===== config.mk =====
export PLATFORM = sky130hd
export DESIGN_NAME = flow_usage_totalizer_core
export DESIGN_NICKNAME = d
export VERILOG_FILES = /design/src/hdl/ftot_pkg.sv /design/src/hdl/ftot_ctrl.sv /design/src/hdl/ftot_datapath.sv /design/src/hdl/flow_usage_totalizer_core.sv
export SDC_FILE = /design/constraint.sdc
export NUM_CORES = 2
export LEC_CHECK = 0
export BUFFER_PORTS_ARGS = -buffer_cell sky130_fd_sc_hd__clkbuf_2
export CAP_MARGIN = 20
export CORE_MARGIN = 8
export CORE_UTILIZATION = 45
export CTS_CLUSTER_SIZE = 10
export DETAILED_ROUTE_END_ITERATION = 10
export PLACE_DENSITY = 0.67
export SKIP_CTS_REPAIR_TIMING = 1
export SLEW_MARGIN = 20
export SYNTH_ARGS = -nofsm -noshare
export SYNTH_HDL_FRONTEND = slang
export SYNTH_SLANG_ARGS = --single-unit

===== constraint.sdc =====
create_clock -name clk_i -period 17.8 [get_ports clk_i]
set_clock_uncertainty 0.15 [all_clocks]
set_input_delay 3.56 -clock clk_i [delete_from_list [all_inputs] [get_ports clk_i]]
set_output_delay 3.56 -clock clk_i [all_outputs]
set_load 0.02 [all_outputs]

===== src/hdl/ftot_pkg.sv =====
// Shared types and constants of the flow usage totalizer.
// Used by ftot_ctrl, ftot_datapath and flow_usage_totalizer_core; depends on nothing.
package ftot_pkg;

  // Field widths fixed by the item formats.
  localparam int unsigned RateW    = 16;
  localparam int unsigned QuotaW   = 27;
  localparam int unsigned TotW     = 32;
  localparam int unsigned IsumW    = 22;
  localparam int unsigned LevelW   = 2;
  localparam int unsigned FlagW    = 3;
  localparam int unsigned InDataW  = 8;
  localparam int unsigned OutDataW = 168;
  localparam int unsigned CfgIdxW  = 2;
  localparam int unsigned CfgDataW = 27;

  // Register reset values.
  localparam logic [RateW-1:0]  RateTapLowRst  = 16'd51;
  localparam logic [RateW-1:0]  RateTapHighRst = 16'd90;
  localparam logic [RateW-1:0]  RateShowerRst  = 16'd100;
  localparam logic [QuotaW-1:0] QuotaRst       = 27'd5000;

  // Configuration register indexes.
  typedef enum logic [CfgIdxW-1:0] {
    CFG_RATE_TAP_LOW  = 2'd0,
    CFG_RATE_TAP_HIGH = 2'd1,
    CFG_RATE_SHOWER   = 2'd2,
    CFG_QUOTA         = 2'd3
  } cfg_idx_e;

  // Quota indicator levels.
  typedef enum logic [LevelW-1:0] {
    LVL_GREEN  = 2'd0,
    LVL_YELLOW = 2'd1,
    LVL_RED    = 2'd2
  } level_e;

  // Sequencer states.
  typedef enum logic [2:0] {
    ST_IDLE,
    ST_TICK,
    ST_USAGE,
    ST_IND,
    ST_SCAN,
    ST_DRAIN,
    ST_MUL,
    ST_EMIT
  } state_e;

  // Commands from the controller to the datapath.
  typedef struct packed {
    logic capture;
    logic tick;
    logic usage;
    logic indicate;
    logic scan_start;
    logic scan_step;
    logic mul;
    logic emit;
  } cmd_t;

  // Status from the datapath to the controller.
  typedef struct packed {
    logic end_sess;
    logic report;
    logic scan_last;
    logic out_free;
  } status_t;

endpackage


===== src/hdl/ftot_ctrl.sv =====
// Sequencer of the flow usage totalizer: steps each item through the datapath.
// Depends on ftot_pkg.
module ftot_ctrl (
  input  logic              clk_i,
  input  logic              rst_ni,
  input  logic              in_valid_i,
  output logic              in_ready_o,
  input  ftot_pkg::status_t status_i,
  output ftot_pkg::cmd_t    cmd_o
);

  ftot_pkg::state_e state_q, state_d;

  always_ff @(posedge clk_i or negedge rst_ni) begin
    if (!rst_ni) begin
      state_q <= ftot_pkg::ST_IDLE;
    end else begin
      state_q <= state_d;
    end
  end

  always_comb begin
    state_d = state_q;
    unique case (state_q)
      ftot_pkg::ST_IDLE: begin
        if (in_valid_i) state_d = ftot_pkg::ST_TICK;
      end
      ftot_pkg::ST_TICK: begin
        state_d = status_i.end_sess ? ftot_pkg::ST_EMIT : ftot_pkg::ST_USAGE;
      end
      ftot_pkg::ST_USAGE: state_d = ftot_pkg::ST_IND;
      ftot_pkg::ST_IND: begin
        state_d = status_i.report ? ftot_pkg::ST_SCAN : ftot_pkg::ST_EMIT;
      end
      ftot_pkg::ST_SCAN: begin
        if (status_i.scan_last) state_d = ftot_pkg::ST_DRAIN;
      end
      ftot_pkg::ST_DRAIN: state_d = ftot_pkg::ST_MUL;
      ftot_pkg::ST_MUL:   state_d = ftot_pkg::ST_EMIT;
      ftot_pkg::ST_EMIT: begin
        if (status_i.out_free) state_d = ftot_pkg::ST_IDLE;
      end
      default: state_d = ftot_pkg::ST_IDLE;
    endcase
  end

  always_comb begin
    cmd_o      = '0;
    in_ready_o = 1'b0;
    unique case (state_q)
      ftot_pkg::ST_IDLE: begin
        in_ready_o    = 1'b1;
        cmd_o.capture = in_valid_i;
      end
      ftot_pkg::ST_TICK:  cmd_o.tick = 1'b1;
      ftot_pkg::ST_USAGE: cmd_o.usage = 1'b1;
      ftot_pkg::ST_IND: begin
        cmd_o.indicate   = 1'b1;
        cmd_o.scan_start = 1'b1;
      end
      ftot_pkg::ST_SCAN:  cmd_o.scan_step = 1'b1;
      ftot_pkg::ST_DRAIN: cmd_o = '0;
      ftot_pkg::ST_MUL:   cmd_o.mul = 1'b1;
      ftot_pkg::ST_EMIT:  cmd_o.emit = status_i.out_free;
      default:            cmd_o = '0;
    endcase
  end

endmodule


===== src/hdl/ftot_datapath.sv =====
// Datapath of the flow usage totalizer: totals, interval buffer, report scan,
// averaging multiplier and the output register. Depends on ftot_pkg.
module ftot_datapath #(
  parameter int unsigned TICKS_PER_INTERVAL   = 12,
  parameter int unsigned INTERVALS_PER_REPORT = 5
) (
  input  logic                             clk_i,
  input  logic                             rst_ni,
  input  logic                             cfg_we_i,
  input  logic [ftot_pkg::CfgIdxW-1:0]     cfg_idx_i,
  input  logic [ftot_pkg::CfgDataW-1:0]    cfg_data_i,
  input  logic [ftot_pkg::InDataW-1:0]     in_data_i,
  input  logic                             in_user_i,
  input  logic                             out_ready_i,
  output logic                             out_valid_o,
  output logic [ftot_pkg::OutDataW-1:0]    out_data_o,
  output logic                             out_user_o,
  input  ftot_pkg::cmd_t                   cmd_i,
  output ftot_pkg::status_t                status_o
);

  localparam int unsigned TickW  = (TICKS_PER_INTERVAL > 1) ? $clog2(TICKS_PER_INTERVAL) : 1;
  localparam int unsigned SlotW  = (INTERVALS_PER_REPORT > 1) ?
                                   $clog2(INTERVALS_PER_REPORT) : 1;
  localparam int unsigned DivL   = $clog2(INTERVALS_PER_REPORT);
  localparam int unsigned SumW   = ftot_pkg::IsumW + DivL;
  localparam int unsigned ShiftW = SumW + DivL;
  localparam int unsigned ProdW  = SumW + SumW + 1;
  localparam logic [SumW:0] RecipM =
    (SumW+1)'(((64'd1 << ShiftW) + INTERVALS_PER_REPORT - 1) / INTERVALS_PER_REPORT);
  localparam logic [TickW-1:0] LastTick = TickW'(TICKS_PER_INTERVAL - 1);
  localparam logic [SlotW-1:0] LastSlot = SlotW'(INTERVALS_PER_REPORT - 1);
  localparam int unsigned PadW = ftot_pkg::OutDataW - ftot_pkg::LevelW
                                 - 3 * ftot_pkg::TotW - 3 * ftot_pkg::IsumW;

  // Configuration registers.
  logic [ftot_pkg::RateW-1:0]  rate_low_q, rate_high_q, rate_shower_q;
  logic [ftot_pkg::QuotaW-1:0] quota_q;

  always_ff @(posedge clk_i or negedge rst_ni) begin
    if (!rst_ni) begin
      rate_low_q    <= ftot_pkg::RateTapLowRst;
      rate_high_q   <= ftot_pkg::RateTapHighRst;
      rate_shower_q <= ftot_pkg::RateShowerRst;
      quota_q       <= ftot_pkg::QuotaRst;
    end else if (cfg_we_i) begin
      unique case (ftot_pkg::cfg_idx_e'(cfg_idx_i))
        ftot_pkg::CFG_RATE_TAP_LOW:  rate_low_q    <= cfg_data_i[ftot_pkg::RateW-1:0];
        ftot_pkg::CFG_RATE_TAP_HIGH: rate_high_q   <= cfg_data_i[ftot_pkg::RateW-1:0];
        ftot_pkg::CFG_RATE_SHOWER:   rate_shower_q <= cfg_data_i[ftot_pkg::RateW-1:0];
        ftot_pkg::CFG_QUOTA:         quota_q       <= cfg_data_i[ftot_pkg::QuotaW-1:0];
        default: ;
      endcase
    end
  end

  // Captured item.
  logic                       end_q;
  logic [ftot_pkg::FlagW-1:0] flags_q;

  always_ff @(posedge clk_i) begin
    if (cmd_i.capture) begin
      end_q   <= in_user_i;
      flags_q <= in_data_i[ftot_pkg::FlagW-1:0];
    end
  end

  // Accumulation state.
  logic [ftot_pkg::TotW-1:0]  tap_q, shower_q, usage_q;
  logic [ftot_pkg::IsumW-1:0] isum_q;
  logic [TickW-1:0]           tick_q;
  logic [SlotW-1:0]           slot_q;
  logic                       bnd_q, report_q;
  ftot_pkg::level_e           ind_q;

  logic [ftot_pkg::RateW-1:0] add_low, add_high, add_shower;
  logic [ftot_pkg::TotW+1:0]  tap_sum;
  logic [ftot_pkg::TotW:0]    shower_sum, usage_sum;
  logic [ftot_pkg::IsumW:0]   isum_sum;
  logic [ftot_pkg::TotW:0]    twice_usage, quota_ext;

  always_comb begin
    add_low     = flags_q[0] ? rate_low_q : '0;
    add_high    = flags_q[1] ? rate_high_q : '0;
    add_shower  = flags_q[2] ? rate_shower_q : '0;
    tap_sum     = {2'b00, tap_q} + (ftot_pkg::TotW+2)'(add_low)
                + (ftot_pkg::TotW+2)'(add_high);
    shower_sum  = {1'b0, shower_q} + (ftot_pkg::TotW+1)'(add_shower);
    isum_sum    = {1'b0, isum_q} + (ftot_pkg::IsumW+1)'(add_low)
                + (ftot_pkg::IsumW+1)'(add_high) + (ftot_pkg::IsumW+1)'(add_shower);
    usage_sum   = {1'b0, usage_q} + (ftot_pkg::TotW+1)'(isum_q);
    twice_usage = {usage_q, 1'b0};
    quota_ext   = (ftot_pkg::TotW+1)'(quota_q);
  end

  always_ff @(posedge clk_i or negedge rst_ni) begin
    if (!rst_ni) begin
      tap_q    <= '0;
      shower_q <= '0;
      usage_q  <= '0;
      isum_q   <= '0;
      tick_q   <= '0;
      slot_q   <= '0;
      bnd_q    <= 1'b0;
      report_q <= 1'b0;
      ind_q    <= ftot_pkg::LVL_GREEN;
    end else begin
      if (cmd_i.tick) begin
        if (end_q) begin
          tap_q    <= '0;
          shower_q <= '0;
          isum_q   <= '0;
          tick_q   <= '0;
          slot_q   <= '0;
          bnd_q    <= 1'b0;
          report_q <= 1'b0;
        end else begin
          tap_q    <= (|tap_sum[ftot_pkg::TotW+1:ftot_pkg::TotW]) ? '1 :
                      tap_sum[ftot_pkg::TotW-1:0];
          shower_q <= shower_sum[ftot_pkg::TotW] ? '1 : shower_sum[ftot_pkg::TotW-1:0];
          isum_q   <= isum_sum[ftot_pkg::IsumW] ? '1 : isum_sum[ftot_pkg::IsumW-1:0];
          tick_q   <= (tick_q == LastTick) ? '0 : tick_q + 1'b1;
          bnd_q    <= (tick_q == LastTick);
          report_q <= (tick_q == LastTick) && (slot_q == LastSlot);
        end
      end
      if (cmd_i.usage && bnd_q) begin
        usage_q <= usage_sum[ftot_pkg::TotW] ? '1 : usage_sum[ftot_pkg::TotW-1:0];
        isum_q  <= '0;
        slot_q  <= (slot_q == LastSlot) ? '0 : slot_q + 1'b1;
      end
      if (cmd_i.indicate) begin
        // At exactly half the quota the level is held.
        priority if (usage_q > quota_ext[ftot_pkg::TotW-1:0]) begin
          ind_q <= ftot_pkg::LVL_RED;
        end else if (twice_usage > quota_ext) begin
          ind_q <= ftot_pkg::LVL_YELLOW;
        end else if (twice_usage < quota_ext) begin
          ind_q <= ftot_pkg::LVL_GREEN;
        end else begin
          ind_q <= ind_q;
        end
      end
    end
  end

  // Interval buffer: one write port, one registered read port.
  logic [ftot_pkg::IsumW-1:0] buf_mem [INTERVALS_PER_REPORT];
  logic [ftot_pkg::IsumW-1:0] rd_q;
  logic [SlotW-1:0]           rd_addr_q;
  logic                       rd_vld_q, first_q;

  always_ff @(posedge clk_i) begin
    if (cmd_i.usage && bnd_q) buf_mem[slot_q] <= isum_q;
  end

  always_ff @(posedge clk_i) begin
    if (cmd_i.scan_step) rd_q <= buf_mem[rd_addr_q];
  end

  always_ff @(posedge clk_i or negedge rst_ni) begin
    if (!rst_ni) begin
      rd_addr_q <= '0;
      rd_vld_q  <= 1'b0;
      first_q   <= 1'b0;
    end else begin
      rd_vld_q <= cmd_i.scan_step;
      if (cmd_i.scan_start) begin
        rd_addr_q <= '0;
        first_q   <= 1'b1;
      end else if (cmd_i.scan_step) begin
        rd_addr_q <= rd_addr_q + 1'b1;
      end
      if (rd_vld_q) first_q <= 1'b0;
    end
  end

  // Running minimum, maximum and sum over the scanned entries.
  logic [ftot_pkg::IsumW-1:0] min_q, max_q;
  logic [SumW-1:0]            sum_q;
  logic [ProdW-1:0]           prod_q;

  always_ff @(posedge clk_i) begin
    if (rd_vld_q) begin
      if (first_q || (rd_q < min_q)) min_q <= rd_q;
      if (first_q || (rd_q > max_q)) max_q <= rd_q;
      sum_q <= first_q ? SumW'(rd_q) : sum_q + SumW'(rd_q);
    end
    // Division by the entry count as a multiply by its reciprocal.
    if (cmd_i.mul) prod_q <= ProdW'(sum_q) * ProdW'(RecipM);
  end

  // Output register.
  logic                        out_valid_q, out_user_q;
  logic [ftot_pkg::LevelW-1:0] out_ind_q;
  logic [ftot_pkg::TotW-1:0]   out_tap_q, out_shower_q, out_usage_q;
  logic [ftot_pkg::IsumW-1:0]  out_min_q, out_max_q, out_avg_q;

  always_ff @(posedge clk_i or negedge rst_ni) begin
    if (!rst_ni) begin
      out_valid_q <= 1'b0;
    end else if (cmd_i.emit) begin
      out_valid_q <= 1'b1;
    end else if (out_ready_i) begin
      out_valid_q <= 1'b0;
    end
  end

  always_ff @(posedge clk_i) begin
    if (cmd_i.emit) begin
      out_user_q   <= report_q;
      out_ind_q    <= ind_q;
      out_tap_q    <= tap_q;
      out_shower_q <= shower_q;
      out_usage_q  <= usage_q;
      out_min_q    <= report_q ? min_q : '0;
      out_max_q    <= report_q ? max_q : '0;
      out_avg_q    <= report_q ? prod_q[ShiftW +: ftot_pkg::IsumW] : '0;
    end
  end

  assign out_valid_o = out_valid_q;
  assign out_user_o  = out_user_q;
  assign out_data_o  = {PadW'(0), out_avg_q, out_max_q, out_min_q,
                        out_usage_q, out_shower_q, out_tap_q, out_ind_q};

  assign status_o.end_sess  = end_q;
  assign status_o.report    = report_q;
  assign status_o.scan_last = (rd_addr_q == LastSlot);
  assign status_o.out_free  = !out_valid_q || out_ready_i;

  a_emit_free: assert property (@(posedge clk_i) disable iff (!rst_ni)
    cmd_i.emit |-> (!out_valid_q || out_ready_i))
    else $error("result loaded while the previous one is still waiting");

  a_emit_shows: assert property (@(posedge clk_i) disable iff (!rst_ni)
    cmd_i.emit |=> out_valid_q)
    else $error("loaded result not presented");

  a_no_report_zero: assert property (@(posedge clk_i) disable iff (!rst_ni)
    (out_valid_q && !out_user_q) |->
      (out_min_q == '0 && out_max_q == '0 && out_avg_q == '0))
    else $error("report fields set on a result without a report");

  a_slot_range: assert property (@(posedge clk_i) disable iff (!rst_ni)
    slot_q <= LastSlot)
    else $error("interval slot beyond the buffer");

  a_report_phase: assert property (@(posedge clk_i) disable iff (!rst_ni)
    (cmd_i.indicate && report_q) |-> (slot_q == '0))
    else $error("report raised away from the end of a period");

endmodule


===== src/hdl/flow_usage_totalizer_core.sv =====
// Top level of the flow usage totalizer: stream ports, configuration port,
// controller and datapath. Depends on ftot_pkg, ftot_ctrl and ftot_datapath.
//
// Each input item is either a one-second tick carrying three flow-switch flags
// or an end-of-session command, and yields exactly one result item. A tick adds
// the configured rate of every raised flag to the saturating session tap and
// shower totals and to the running interval sum; every TICKS_PER_INTERVAL ticks
// that sum is stored in the interval buffer and added to the total usage, and
// every TICKS_PER_INTERVAL * INTERVALS_PER_REPORT ticks the result also carries
// the minimum, maximum and truncated average of the buffer with tuser set.
// The quota indicator is green below half the quota, yellow above half, red
// above the quota, and keeps its level at exactly half. An end of session clears
// the session totals, the interval sum and the tick and slot counters, keeps the
// usage and the indicator, and returns the cleared totals. Items are taken one
// at a time. An ordinary tick passes through the tick, usage, indicator and
// output steps, an end of session through the tick and output steps only, and
// a tick that closes a report period adds, before the output step, the scan
// of the buffer through its single read port, a drain step and the averaging
// multiplier; in each case the result is loaded into the output register in
// the cycle before the next item can be taken. A waiting result only holds the
// block back when the next result is ready to be loaded.
// Configuration writes take effect at the edge with cfg_we_i high and must only
// be made while the block is idle.
module flow_usage_totalizer_core #(
  parameter int unsigned TICKS_PER_INTERVAL   = 12,
  parameter int unsigned INTERVALS_PER_REPORT = 5
) (
  input  logic                          clk_i,
  input  logic                          rst_ni,
  // Configuration writes.
  input  logic                          cfg_we_i,
  input  logic [ftot_pkg::CfgIdxW-1:0]  cfg_idx_i,
  input  logic [ftot_pkg::CfgDataW-1:0] cfg_data_i,
  // Input items.
  input  logic                          s_axis_tvalid_i,
  output logic                          s_axis_tready_o,
  // tap_low_on [0], tap_high_on [1], shower_on [2], zeros [7:3]
  input  logic [ftot_pkg::InDataW-1:0]  s_axis_tdata_i,
  // command [0]: 0 tick, 1 end of session
  input  logic                          s_axis_tuser_i,
  // Result items.
  output logic                          m_axis_tvalid_o,
  input  logic                          m_axis_tready_i,
  // indicator_level [1:0], session_tap_ml [33:2], session_shower_ml [65:34],
  // usage_ml [97:66], interval_min_ml [119:98], interval_max_ml [141:120],
  // interval_avg_ml [163:142], zeros [167:164]
  output logic [ftot_pkg::OutDataW-1:0] m_axis_tdata_o,
  // report_valid [0]
  output logic                          m_axis_tuser_o
);

  ftot_pkg::cmd_t    cmd;
  ftot_pkg::status_t status;

  // The controller sequences each item through the datapath steps.
  ftot_ctrl u_ctrl (
    .clk_i      (clk_i),
    .rst_ni     (rst_ni),
    .in_valid_i (s_axis_tvalid_i),
    .in_ready_o (s_axis_tready_o),
    .status_i   (status),
    .cmd_o      (cmd)
  );

  // The datapath holds all totals, the buffer and the output register.
  ftot_datapath #(
    .TICKS_PER_INTERVAL   (TICKS_PER_INTERVAL),
    .INTERVALS_PER_REPORT (INTERVALS_PER_REPORT)
  ) u_datapath (
    .clk_i       (clk_i),
    .rst_ni      (rst_ni),
    .cfg_we_i    (cfg_we_i),
    .cfg_idx_i   (cfg_idx_i),
    .cfg_data_i  (cfg_data_i),
    .in_data_i   (s_axis_tdata_i),
    .in_user_i   (s_axis_tuser_i),
    .out_ready_i (m_axis_tready_i),
    .out_valid_o (m_axis_tvalid_o),
    .out_data_o  (m_axis_tdata_o),
    .out_user_o  (m_axis_tuser_o),
    .cmd_i       (cmd),
    .status_o    (status)
  );

endmodule

# Word level (Yosys, flattened, before mapping)
# Memories as Yosys holds them, arrays and structs flattened. A register that Yosys moved wholly into a read port is not among the register bits.
# Cells that the tools add are included.
[word_totals] output_inout_bits=171 mem_count=1 register_bits=499 word_cells=137 ramBits=110 inputBits=43
[mem_list] name="u_datapath.buf_mem" words=5 width=22 rd=1 rd_ports_with_merged_regs=1 write_ports=1 line_no="ftot_datapath.sv:148" text="logic [ftot_pkg::IsumW-1:0] buf_mem [INTERVALS_PER_REPORT];"
[op_classes] multipliers=1 magnitude_cmp=5 mux=46 eq_ne=16 n_addsub=11 reduce_logical=24
[op_table] operator="32-bit two-way mux" n=5
[op_table] operator="22-bit two-way mux" n=5
[op_table] operator="32-bit by 16-bit adder with 33-bit output" n=2
[op_table] operator="25-bit by 24-bit multiplier with 48-bit output (second input constant)" n=1
[op_table] operator="16-bit two-way mux" n=3
[op_table] operator="23-bit by 16-bit adder with 23-bit output" n=2
[op_table] operator="34-bit by 16-bit adder with 34-bit output" n=1
[op_table] operator="32-bit by 22-bit adder with 33-bit output" n=1
[op_table] operator="33-bit by 27-bit > comparator with 1-bit output" n=1
[op_table] operator="33-bit by 27-bit less-than comparator with 1-bit output" n=1
[op_table] operator="32-bit by 27-bit > comparator with 1-bit output" n=1
[op_table] operator="3-bit two-way mux" n=10
[op_table] operator="25-bit by 22-bit adder with 25-bit output" n=1
[op_table] operator="3-bit one-hot mux with 8 select lines" n=1
[op_table] operator="22-bit by 16-bit adder with 23-bit output" n=1
[op_table] operator="22-bit > comparator" n=1
[op_table] operator="22-bit less-than comparator" n=1
[op_table] operator="3-bit == test (second input constant)" n=6
[op_table] operator="2-bit AND reduction" n=8
[op_table] operator="1-bit two-way mux" n=15
[op_table] operator="2-bit two-way mux" n=5
[op_table] operator="2-bit nonzero test" n=5
[op_table] operator="4-bit two-way mux" n=2
[op_table] operator="3-bit by 1-bit adder with 3-bit output (second input constant)" n=2
[op_table] operator="other kinds (16)" n=22

# Longest topological paths before layout
[depth] word_depth=8 depth_mapped=26 ltp_nobuf=26

# Hierarchy
# Synthesis repeated with hierarchy kept, for this count alone.
[hier_totals] cells_unflattened=3364 hier_area_um2=40720.3
[by_module_without_submodules] mod="ftot_datapath" seq_area_each_um2=17046.3 cells_each=3336 n_inst=1 area_per_inst_um2=40486.3
[by_module_without_submodules] mod="ftot_ctrl" seq_area_each_um2=75.1 cells_each=28 n_inst=1 area_per_inst_um2=234.0

# Worst setup path after synthesis
# OpenSTA, ideal clock, no wires.
[synth_path] kind="input to register" from="in m_axis_tready_i" to="reg u_datapath.out_avg_q[0] in the netlist's numbering, enable pin" arrival_ns=10.977 stages=2 required_time_ns=16.938 setup_ns=0.712 setup_slack_ns=5.961 path_buffers=0 cell_sequence="nand2b_1 -> nor2b_1"
[synth_rtl] item="start, declared" line_no="flow_usage_totalizer_core.sv:43" text="input logic m_axis_tready_i,"
[synth_rtl] item="end signal, assigned" line_no="ftot_datapath.sv:218" text="out_avg_q <= report_q ? prod_q[ShiftW +: ftot_pkg::IsumW] : '0;"
[synth_rtl] item="end, declared" line_no="ftot_datapath.sv:197" text="logic [ftot_pkg::IsumW-1:0] out_min_q, out_max_q, out_avg_q;"

# Final worst setup path
[layout_path] from="reg u_datapath.sum_q[1]" to="reg u_datapath.prod_q[49] (data pin)"
[layout_via] elab_chain_cells=1
[layout_rtl] item="start, declared" line_no="ftot_datapath.sv:180" text="logic [SumW-1:0] sum_q;"
[layout_rtl] item="start signal, assigned" line_no="ftot_datapath.sv:187" text="sum_q <= first_q ? SumW'(rd_q) : sum_q + SumW'(rd_q);"
[layout_rtl] item="25-bit by 24-bit multiplier with 48-bit output" line_no="ftot_datapath.sv:190" text="if (cmd_i.mul) prod_q <= ProdW'(sum_q) * ProdW'(RecipM);"
[layout_rtl] item="end signal, assigned" line_no="ftot_datapath.sv:190"
[layout_rtl] item="end, declared" line_no="ftot_datapath.sv:181" text="logic [ProdW-1:0] prod_q;"
# No other way between the ends.
# A chain may end at the register's enable or synchronous reset.

==> metrics.cfg <==
[layout]
fin_nets = 4529
drive_above_1_share_pct = 14.0
synthToLayoutAreaGrowth_pct = 11.8

[critical_path]
slowest_delay_ns = 0.65
cp_max_fo = 11
worstSetupEndpointType = flip-flop
cp.required_ns = 18.02
cpMostUsedCell = fa_1
critical_path_buf_inv_count = 2
crit_chain = ha_1 -> xor2_1 -> ha_1 -> fa_1 -> fa_1 -> fa_1 -> fa_1 -> inv_1 -> fa_1 -> inv_1 -> ha_1 -> nand4_1 -> nor3_1 -> o211ai_1 -> o211ai_1 -> o2111ai_1 -> and2_1 -> a21oi_1 -> a211o_1 -> a41o_1 -> a21oi_1 -> xnor2_1
crit_type = flip-flop to flip-flop
path_delay_family = adder cells
start_kind = flip-flop
rrSetupSlack_ns = 9.43
critPathArrivalTime_ns = 8.59
cp_slowest_cell = edfxtp_1

[global_routing]
grtUsageTotal_pct = 19.2
antenna_found_initial = 2
grt_pass1_vias = 27300
grt_start_max_net_pins = 85
overflow = 0
grt_pass1_wl_um = 155000

[logic_synthesis]
synth_edf_count = 392
avgSynthCellArea_um2 = 11.7
ys_warn_count = 0
synthCells = 3513
ys_top_cells_by_area = edfxtp_1 (29%), ha_1 (14%), fa_1 (13%), dfrtp_1 (12%), inv_1 (4.8%)
synthArstFlopShare_pct = 35.2
synth_largest_area_cell = edfxtp_1
ys_top_cells_by_count = inv_1 (531), ha_1 (472), edfxtp_1 (392)
yosys_register_bits = 605
syn-cell-area_um2 = 41200
ys_seq_area_share_pct = 41.6
synth_top_area_share_pct = 28.6
yosysMostFrequentCell = inv_1
synthFlopType = edfxtp_1
synth_cell_types = 83

[floorplan]
die_w_um = 318
rows = 111
pin_count = 214
dieArea_um2 = 101000
chipHeight_um = 318
start_util_pct = 45.2
core_area_um2 = 91100

[routing]
drcViolationCount = 0
drt-total-wl_um = 97000
avgRoutedWirePerCell_um = 19.4
viasPerCell = 5.33
vias = 26600
drt_iter0_drc = 1654
postRouteAntennaNets = 0
drt-pass1-iter-count = 5

[sta]
fin_tns_setup_ns = 0
hold_slack_ns = 0.317
rsz0062_at_grt = false
worst_pin_slew_ns = 1.09
hold_viol = 0
relSlewSlack_pct = 27.1
fin_crit_sh_pct = 47.0
finalMaxSlewViolations = 0
finalSetupViolCount = 0
layout_min_cycle_time_ns = 8.37
max_freq_mhz = 119

[cts]
insertion_delay_ns = 0.65
root_buffer = clkbuf_16
cts_made_buffers = 74
clock_sinks = 605
cts_tree = yes
htree_levels = 3
path_clk_slew_ns = 0.06
clk_path_buf_depth = 3

[hold_path]
hp-class = flip-flop to flip-flop

[placement]
place.gp.congestion = 0.899
hpwl_um = 73700
port_buffers = 204

[run]
drv_cap = 0

[status]
status = finished, final reports clean

==> kinds of logic (layout without fill, tap and decap cells) <==
| family | count (synthesis) | in the layout | share of synthesized area [%] |
|---|---|---|---|
| mux | 131 | 131 | 4.17 |
| other cells | 1 | 6 | 0.00911 |
| xor+xnor | 128 | 128 | 2.74 |
| fa+ha+maj | 738 | 738 | 27.3 |
| buf+inv | 607 | 901 | 5.61 |
| simple gates | 678 | 678 | 8.54 |
| compound gates | 625 | 625 | 10.0 |
| flops | 605 | 605 | 41.6 |
==> worst paths after layout <==
check,to,start,depth (start not counted)
setup reg to reg,u_datapath.prod_q[49],u_datapath.sum_q[1],22
setup / recovery,u_datapath.prod_q[49],u_datapath.sum_q[1],22
hold / removal,u_datapath.out_ind_q[1],u_datapath.ind_q[1],0
hold reg to reg,u_datapath.out_ind_q[1],u_datapath.ind_q[1],0
max in group asynchronous,u_datapath.usage_q[5],rst_ni,3
min in group asynchronous,u_datapath.tap_q[29],rst_ni,1
==> through the flow <==
step	util [%]	instance area, um2	cells	worst slack [ns]
finish	50.5	46000	4998	9.43
global route	50.5	46000	4996	9.10
CTS	50.5	46000	4996	9.37
detailed placement	47.9	43600	4858	9.48
global placement	47.9	43600	4858	9.49
floorplan	-	41200	3516	5.96
==> cell type report <==
type	count	area, um2
clock buffer	124	2090
sequential	605	17100
multi-input combinational	2304	21800
fill	8094	45100
clock inverter	14	273
timing repair buffer	231	1230
tap	1186	1480
inverter	532	2000
antenna	2	5.00
==> sequential cells by signal, indices dropped and copies added, names as in the netlist, 22 cells and up <==
signal,flops
u_datapath.out_tap_q,32
u_datapath.prod_q,22
u_datapath.quota_q,27
u_datapath.tap_q,32
u_datapath.rd_q,22
u_datapath.shower_q,32
u_datapath.out_shower_q,32
u_datapath.sum_q,25
u_datapath.out_usage_q,32
u_datapath.isum_q,22
u_datapath.buf_mem,110
u_datapath.usage_q,32
u_datapath.max_q,22
u_datapath.out_min_q,22
u_datapath.out_avg_q,22
u_datapath.out_max_q,22
u_datapath.min_q,22
==> metal layers <==
metal  up-vias  part of all wire, %  track usage (%)
li1      12700                    -                -
met1     13200                   44             25.4
met2       558                   49             32.5
met3       149                  4.8             3.31
met4         4                  2.4             5.43
met5         -                0.035                0
==> cells in the final DEF, fill, tap and decap left out, drive strengths merged, types with 9 or more instances in the layout <==
cell,Yosys,final
a211o,10,10
nor4,12,12
o31ai,9,9
nand3,43,43
nand4,35,35
and2,127,127
a211oi,14,14
o211ai,18,18
edfxtp,392,392
a21oi,176,176
ha,472,472
inv,531,533
xor2,47,47
dfstp,16,16
o21a,34,34
and4,9,9
a31oi,23,23
clkbuf,59,327
buf,16,28
a221o,15,15
nor2,126,126
dfrtp,197,197
and3,23,23
a21boi,11,11
or2,10,10
a21o,85,85
nand2,164,164
o21ai,146,146
or3,13,13
mux4,22,22
nor3,36,36
xnor2,81,81
nand3b,10,10
clkinv,1,11
nand2b,23,23
nor2b,27,27
a31o,11,11
mux2,103,103
fa,266,266
o21bai,11,11
Power is not shown: default switching activity piles up to over one toggle a cycle in this logic, so the estimate is an artifact.
